File: config.mk
export PLATFORM = sky130hd
export DESIGN_NAME = stable_priority_queue_unit
export DESIGN_NICKNAME = d
export VERILOG_FILES = /design/src/spq_pkg.sv /design/src/spq_cell.sv /design/src/stable_priority_queue_unit.sv
export SDC_FILE = /design/constraint.sdc
export NUM_CORES = 2
export LEC_CHECK = 0
export ABC_AREA = 1
export BUFFER_PORTS_ARGS = -buffer_cell sky130_fd_sc_hd__clkbuf_2
export CORE_UTILIZATION = 65
export DETAILED_ROUTE_END_ITERATION = 16
export PLACE_DENSITY = 0.82
export SETUP_SLACK_MARGIN = 0.15
export SLEW_MARGIN = 40
export SYNTH_ARGS = -nofsm -noshare
export SYNTH_HDL_FRONTEND = slang
export SYNTH_SLANG_ARGS = --single-unit
File: constraint.sdc
create_clock -name clk -period 9 [get_ports clk]
set_clock_uncertainty 0.1 [all_clocks]
set_input_delay 1.35 -clock clk [delete_from_list [all_inputs] [get_ports clk]]
set_output_delay 1.35 -clock clk [all_outputs]
set_load 0.02 [all_outputs]
File: src/spq_pkg.sv
package spq_pkg;

    localparam int QUEUE_DEPTH = 16;
    localparam int DATA_W      = 32;
    localparam int PRIO_W      = 8;
    localparam int STATUS_W    = 2;
    localparam int FILL_W      = 5;
    localparam int CNT_W       = $clog2(QUEUE_DEPTH + 1);

    typedef enum logic {
        CMD_INSERT = 1'b0,
        CMD_REMOVE = 1'b1
    } cmd_t;

    typedef enum logic [STATUS_W-1:0] {
        ST_INSERTED = 2'd0,
        ST_REMOVED  = 2'd1,
        ST_EMPTY    = 2'd2,
        ST_FULL     = 2'd3
    } status_t;

    typedef struct packed {
        logic                     valid;
        logic signed [DATA_W-1:0] data;
        logic        [PRIO_W-1:0] prio;
    } entry_t;

    typedef struct packed {
        logic                     ins;
        logic                     rem;
        logic signed [DATA_W-1:0] data;
        logic        [PRIO_W-1:0] prio;
    } cell_ctrl_t;

endpackage

File: src/spq_cell.sv
module spq_cell (
    input  logic               clk,
    input  logic               rst_n,
    input  spq_pkg::cell_ctrl_t ctrl,
    input  spq_pkg::entry_t    left_entry,
    input  logic               left_gt,
    input  spq_pkg::entry_t    right_entry,
    output spq_pkg::entry_t    entry,
    output logic               gt
);
    import spq_pkg::*;

    logic                     valid_reg;
    logic                     valid_next;
    logic signed [DATA_W-1:0] data_reg;
    logic signed [DATA_W-1:0] data_next;
    logic        [PRIO_W-1:0] prio_reg;
    logic        [PRIO_W-1:0] prio_next;

    // new entry belongs at or before this cell
    assign gt = !valid_reg || (prio_reg > ctrl.prio);

    always_comb
    begin
        valid_next = valid_reg;
        data_next  = data_reg;
        prio_next  = prio_reg;
        if (ctrl.ins && gt)
        begin
            if (left_gt)
            begin
                valid_next = left_entry.valid;
                data_next  = left_entry.data;
                prio_next  = left_entry.prio;
            end
            else
            begin
                valid_next = 1'b1;
                data_next  = ctrl.data;
                prio_next  = ctrl.prio;
            end
        end
        else if (ctrl.rem)
        begin
            valid_next = right_entry.valid;
            data_next  = right_entry.data;
            prio_next  = right_entry.prio;
        end
    end

    always_ff @(posedge clk or negedge rst_n)
    begin
        if (!rst_n)
        begin
            valid_reg <= 1'b0;
        end
        else
        begin
            valid_reg <= valid_next;
        end
    end

    always_ff @(posedge clk)
    begin
        data_reg <= data_next;
        prio_reg <= prio_next;
    end

    assign entry.valid = valid_reg;
    assign entry.data  = data_reg;
    assign entry.prio  = prio_reg;

endmodule

File: src/stable_priority_queue_unit.sv
// result: done strobes in the cycle after its request is accepted
// throughput: one request per cycle; every cell compares and shifts in the same cycle
// busy stays low, so start may be high in every cycle
// reset: rst_n asynchronous active low empties the queue and clears done
// results cannot be stalled: each appears on done for exactly one cycle
module stable_priority_queue_unit (
    input  logic                              clk,
    input  logic                              rst_n,
    input  logic                              start,
    output logic                              busy,
    input  logic                              cmd,
    input  logic signed [spq_pkg::DATA_W-1:0] in_data,
    input  logic        [spq_pkg::PRIO_W-1:0] in_priority,
    output logic                              done,
    output logic signed [spq_pkg::DATA_W-1:0] out_data,
    output logic        [spq_pkg::PRIO_W-1:0] out_priority,
    output logic      [spq_pkg::STATUS_W-1:0] status,
    output logic        [spq_pkg::FILL_W-1:0] fill_count
);
    import spq_pkg::*;

    entry_t     cell_entry [QUEUE_DEPTH];
    logic       cell_gt    [QUEUE_DEPTH];
    cell_ctrl_t ctrl;
    entry_t     empty_entry;

    logic                     full;
    logic                     empty;
    logic                     do_ins;
    logic                     do_rem;
    logic [CNT_W-1:0]         count_reg;
    logic [CNT_W-1:0]         count_next;
    status_t                  status_next;
    logic                     done_reg;
    logic signed [DATA_W-1:0] data_reg;
    logic signed [DATA_W-1:0] data_next;
    logic        [PRIO_W-1:0] prio_reg;
    logic        [PRIO_W-1:0] prio_next;
    status_t                  status_reg;

    assign busy        = 1'b0;
    assign full        = cell_entry[QUEUE_DEPTH-1].valid;
    assign empty       = !cell_entry[0].valid;
    assign do_ins      = start && (cmd_t'(cmd) == CMD_INSERT) && !full;
    assign do_rem      = start && (cmd_t'(cmd) == CMD_REMOVE) && !empty;
    assign empty_entry = '0;

    assign ctrl.ins  = do_ins;
    assign ctrl.rem  = do_rem;
    assign ctrl.data = in_data;
    assign ctrl.prio = in_priority;

    genvar i;
    generate
        for (i = 0; i < QUEUE_DEPTH; i++)
        begin : g_cell
            entry_t left_e;
            logic   left_g;
            entry_t right_e;
            if (i == 0)
            begin : g_first
                assign left_e = empty_entry;
                assign left_g = 1'b0;
            end
            else
            begin : g_mid
                assign left_e = cell_entry[i-1];
                assign left_g = cell_gt[i-1];
            end
            if (i == QUEUE_DEPTH - 1)
            begin : g_last
                assign right_e = empty_entry;
            end
            else
            begin : g_inner
                assign right_e = cell_entry[i+1];
            end
            spq_cell u_cell (
                .clk         (clk),
                .rst_n       (rst_n),
                .ctrl        (ctrl),
                .left_entry  (left_e),
                .left_gt     (left_g),
                .right_entry (right_e),
                .entry       (cell_entry[i]),
                .gt          (cell_gt[i])
            );
        end
    endgenerate

    always_comb
    begin
        count_next  = count_reg;
        data_next   = '0;
        prio_next   = '0;
        status_next = ST_INSERTED;
        case (cmd_t'(cmd))
            CMD_INSERT:
            begin
                if (full)
                begin
                    status_next = ST_FULL;
                end
                else
                begin
                    status_next = ST_INSERTED;
                    count_next  = count_reg + CNT_W'(1);
                end
            end
            CMD_REMOVE:
            begin
                if (empty)
                begin
                    status_next = ST_EMPTY;
                end
                else
                begin
                    status_next = ST_REMOVED;
                    count_next  = count_reg - CNT_W'(1);
                    data_next   = cell_entry[0].data;
                    prio_next   = cell_entry[0].prio;
                end
            end
            default:
            begin
                status_next = ST_INSERTED;
            end
        endcase
    end

    always_ff @(posedge clk or negedge rst_n)
    begin
        if (!rst_n)
        begin
            count_reg <= '0;
            done_reg  <= 1'b0;
        end
        else
        begin
            done_reg <= start;
            if (start)
            begin
                count_reg <= count_next;
            end
        end
    end

    always_ff @(posedge clk)
    begin
        if (start)
        begin
            data_reg   <= data_next;
            prio_reg   <= prio_next;
            status_reg <= status_next;
        end
    end

    assign done         = done_reg;
    assign out_data     = data_reg;
    assign out_priority = prio_reg;
    assign status       = status_reg;
    assign fill_count   = FILL_W'(count_reg);

endmodule

## Word-level counts from Yosys, hierarchy flattened

Index checks and enable logic that the tools add are counted.

- Add/subtract/negate cells: 2
- $lt $le $gt $ge: 16
- Equal/unequal tests: 2
- Mux-type cells: 147
- Bitwise gates (word level): 1
- Reduce and logical (&&, ||, !) cells: 70

Operator list:

| operator | number |
|---|---|
| 32-bit 2-to-1 mux | 47 |
| 8-bit 2-to-1 mux | 47 |
| 8-bit greater-than comparator | 16 |
| 1-bit 2-to-1 mux | 47 |
| 2-bit nonzero test | 16 |
| 1-bit logical AND | 20 |
| 1-bit logical NOT | 16 |
| 1-bit logical OR | 16 |
| 5-bit 2-to-1 mux | 2 |
| 5-bit one-hot mux with 2 select lines | 1 |
| 5-bit by 1-bit adder with 5-bit output, second input constant | 1 |
| 5-bit by 1-bit subtractor with 5-bit output, second input constant | 1 |
| 2-bit 2-to-1 mux | 2 |
| 2-bit one-hot mux with 2 select lines | 1 |
| 3-bit AND reduction | 1 |
| 2-bit by 1-bit inequality test with 1-bit output, second input constant | 1 |
| 2-bit inequality test, second input constant | 1 |
| 2-bit AND reduction | 1 |
| 1-bit NOT | 1 |

- Flip-flop bits (word level): 704
- Input bits: 44
- Output and inout port bits: 49
- Logic and storage cells: 291

## Longest topological paths before layout

- Depth in word-level cells: 5
- Mapped depth: 16

## By module

Synthesis repeated with hierarchy kept, for this count alone.

- Cells, all modules: 3,880
- Area total of the unflattened synthesis: 42,284.3 µm²

By module, submodules not included:

| module | instances | cells an instance | area an instance (µm²) | seq. area each (µm²) |
|---|---|---|---|---|
| spq_cell | 16 | 231 | 2,516.2 | 1,226.2 |
| stable_priority_queue_unit | 1 | 184 | 2,025.7 | 1,411.4 |

## Least setup slack after synthesis

Ideal clock, no wire load.

- Path kind: in2reg
- Start point: in in_priority[7] (netlist bit)
- End point: reg g_cell[8].u_cell.data_reg[0] (enable)
- Data arrival time: 3,694 ps
- Data required time: 8,370 ps
- Path slack: 4,676 ps
- Stages on the path: 10
- Buffers on the path: 1
- Cells stage by stage: inv_1 > ha_1 > a21o_1 > nor2_1 > nand2_1 > nand2_1 > nand2_1 > nand2_1 > clkbuf_1 > nand2_1

- Cells in the longest elaborated chain, start to end: 4

Ends and longest elaborated chain:

| element | RTL line | text |
|---|---|---|
| start, declared | stable_priority_queue_unit.sv:13 | `input logic [spq_pkg::PRIO_W-1:0] in_priority,` |
| 8-bit greater-than comparator | spq_cell.sv:21 | `assign gt = !valid_reg \|\| (prio_reg > ctrl.prio);` |
| 1-bit logical OR | spq_cell.sv:21 |  |
| 1-bit logical AND | spq_cell.sv:28 | `if (ctrl.ins && gt)` |
| 2-bit nonzero test (no source line) | - |  |
| end signal, assigned | spq_cell.sv:65 | `data_reg <= data_next;` |
| end, declared | spq_cell.sv:15 | `logic signed [DATA_W-1:0] data_reg;` |

Every way passes these cells.
A chain may end at the register's enable or synchronous reset.

## Final worst setup path

- Start point: in in_priority[5] (netlist bit)
- End point: reg g_cell[7].u_cell.data_reg[15] (enable)

- Cells in the longest elaborated chain, start to end: 4

Ends and longest elaborated chain:

| element | RTL line |
|---|---|
| 8-bit greater-than comparator | spq_cell.sv:21 |
| 1-bit logical OR | spq_cell.sv:21 |
| 1-bit logical AND | spq_cell.sv:28 |
| 2-bit nonzero test (no source line) | - |
| end signal, assigned | spq_cell.sv:65 |
| end, declared | spq_cell.sv:15 |

Every way passes these cells.

==> results.sh <==
export IMPL_hold_violations=0
export IMPL_seqPwrFrac_pct=40.0
export IMPL_synth_fp_nets=5497
export IMPL_postSynthCellCount=5329
export IMPL_relSlewSlack_pct=42.3
export IMPL_synthTopCellsByArea="edfxtp_1 50%, nand2_1 28%, nand3_1 7.7%"
export IMPL_worstSetupPathType="input pin to register"
export IMPL_switching_share_pct=39.7
export IMPL_synth_top_cell_by_area="edfxtp_1"
export IMPL_slew_violations=0
export IMPL_final_common_cell="nand2_1"
export IMPL_rows=91
export IMPL_dr_pass1_iters=8
export IMPL_wl_per_cell_um=16.9
export IMPL_tightest_slew_ns=0.863
export IMPL_antenna_cells=0
export IMPL_wl_um=103000
export IMPL_timing_max_cap_violations=0
export IMPL_hpwl_um=73100
export IMPL_clkLatencyLatePin_ns=0.63
export IMPL_synth_warnings=0
export IMPL_largest_reg_flops=512
export IMPL_setup_tns_ns=0
export IMPL_yosys_cell_types_count=27
export IMPL_utilization_pct=71.1
export IMPL_area_growth_pct=8.01
export IMPL_ctsHtreeMaxLevel=3
export IMPL_cts_resized=0
export IMPL_p_comb_share_pct=36.9
export IMPL_die_h_um=252
export IMPL_intPower_w=0.00814
export IMPL_status="completed"
export IMPL_cts_hold_fix_buffers=0
export IMPL_drc_errors=0
export IMPL_boundaryPins=93
export IMPL_syn_avg_cell_area_um2=7.64
export IMPL_ant_nets=0
export IMPL_netlist_area_leader_share_pct=50.3
export IMPL_power_density_mw_per_mm2=307
export IMPL_yosysSeqAreaShare_pct=51.7
export IMPL_p_leak_nw=21.4
export IMPL_p_clk_share_pct=23.0
export IMPL_min_period_ns=5.55
export IMPL_port_buffers=91
export IMPL_syn_area_mm2=0.0407
export IMPL_finalCritPeriodShare_pct=61.7
export IMPL_post_cts_setup_buffers=0
export IMPL_drt_iter0_drc=3863
export IMPL_crit_fanout=42
export IMPL_critPathRequiredTime_ns=9.20
export IMPL_overflow=0
export IMPL_cts_root_buf="clkbuf_16"
export IMPL_grt_util_all_layers_pct=32.7
export IMPL_rsz0062_at_grt="no"
export IMPL_coreArea_mm2=0.0618
export IMPL_ir_drop_uv=197
export IMPL_crit_path_start_kind="input pin"
export IMPL_die_x_um=252
export IMPL_dieArea_mm2=0.0636
export IMPL_cp_data_arrival_time_ns=5.75
export IMPL_grt_pass1_wl_um=168000
export IMPL_vias=34300
export IMPL_antenna_found_initial=0
export IMPL_avgViaCountPerCell=5.60
export IMPL_cts_tree="built"
export IMPL_setup_viol=0
export IMPL_gp_congestion=0.927
export IMPL_fin_nets=5394
export IMPL_hold_path_class="register to register"
export IMPL_drive_above_1_share_pct=5.86
export IMPL_grt_start_max_net_pins=82
export IMPL_grt_pass1_vias=31800
export IMPL_critPathCaptureType="register"
export IMPL_p_switching_w=0.00536
export IMPL_layout_common_cells="2987 x nand2_1, 682 x edfxtp_1, 629 x nand3_1"
export IMPL_numCtsBuffers=76
export IMPL_cts_buffer_depth=3
export IMPL_clkTransAtPathRegs_ns=0.06
export IMPL_cts_sinks=704
export IMPL_ys_ff_latch=704
export IMPL_initial_core_util_pct=65.8
export IMPL_fmax_mhz=180
[final cells by class]
| cell class | instances | area (um2) |
|---|---|---|
| multi-input cells | 4078 | 17600 |
| clock buffers | 92 | 1990 |
| fillers | 4943 | 17900 |
| well taps | 837 | 1050 |
| flip-flops and latches | 704 | 21000 |
| inverters | 180 | 676 |
| clock inverters | 50 | 479 |
| repair buffers | 186 | 1170 |
[power by group through the flow]
stage / Clock (W) / Combinational, W / Sequential, W
final: 0.00311 / 0.00499 / 0.00540
after global routing: 0.00325 / 0.00567 / 0.00548
after CTS: 0.00315 / 0.00494 / 0.00538
after detailed placement: 0 / 0.00490 / 0.00544
after global placement: 0 / 0.00477 / 0.00543
after floorplan: 0 / 0.00376 / 0.00529
[final timing paths]
check / start / cells after the start / slack [ns] / to
hold reg to reg: fill_count[4]$_DFFE_PN0P_ / 1 / 0.37 / fill_count[4]$_DFFE_PN0P_
setup / recovery: in_priority[5] / 15 / 3.45 / g_cell[7].u_cell.data_reg[15]$_DFFE_PP_
setup reg to reg: g_cell[7].u_cell.prio_reg[3]$_DFFE_PP_ / 15 / 5.16 / g_cell[7].u_cell.data_reg[15]$_DFFE_PP_
min in group asynchronous: rst_n / 1 / 0.60 / g_cell[14].u_cell.valid_reg$_DFFE_PN0P_
hold / removal: fill_count[4]$_DFFE_PN0P_ / 1 / 0.37 / fill_count[4]$_DFFE_PN0P_
max in group asynchronous: rst_n / 1 / 7.84 / g_cell[11].u_cell.valid_reg$_DFFE_PN0P_
[synth_stat cells (all sizes together)]
cell type	number
a21o	6
dfrtp	22
a31oi	1
nand4	17
ha	123
xor2	2
clkinv	1
nor2	150
nand3b	4
o21ai	91
nand3	629
nor3	1
nand2	2990
clkbuf	271
buf	96
o21a	10
conb	1
xnor2	1
a21oi	51
fa	1
inv	179
edfxtp	682
[layer usage]
metal | vias up | track usage, % | part of all wire (%)
li1 | 17000 | - | -
met1 | 15500 | 45.7 | 42
met2 | 1643 | 53.3 | 46
met3 | 190 | 4.54 | 9.0
met4 | 0 | 10.3 | 2.7
met5 | - | 0 | 0
[per-stage QoR]
stage	std cells	instance area [um2]	worst slack, ns	power (W)	hold slack, ns
3_3_place_gp	5985	41500	3.30	0.0102	0.360
5_1_grt	6127	44000	3.13	0.0144	0.394
2_1_floorplan	5329	40700	4.68	0.00904	0.394
6_report	6127	44000	3.45	0.0135	0.374
4_1_cts	6127	44000	3.88	0.0135	0.374
3_5_place_dp	5985	41500	3.21	0.0103	0.366
[cells by family (layout without fill, tap and decap cells)]
group                      Yosys count  count (layout)  share of synthesized area [%]
AOI/OAI and AO/OA                  159             159                           2.06
xor gates and xnor gates             3               3                         0.0646
adders and majority gates          124             124                           3.83
buffers and inverters              547             508                           5.30
DFF                                704             704                           51.7
other                                1               1                        0.00921
and+or+nand+nor                   3791            3791                           37.1
[critical path, stage by stage]
cell	delay, ns
clkbuf_2	0.40
clkinv_1	0.80
ha_1	0.62
nand2_1	0.05
nor2_1	0.12
nand2_1	0.07
nand2_1	0.06
nand2_1	0.04
buf_4	0.24
nand2_1	0.11
buf_4	0.36
nand2_1	0.30
buf_4	0.32
nand2_1	0.41
buf_4	0.41
No activity file was read; power rests on OpenSTA's default activity.
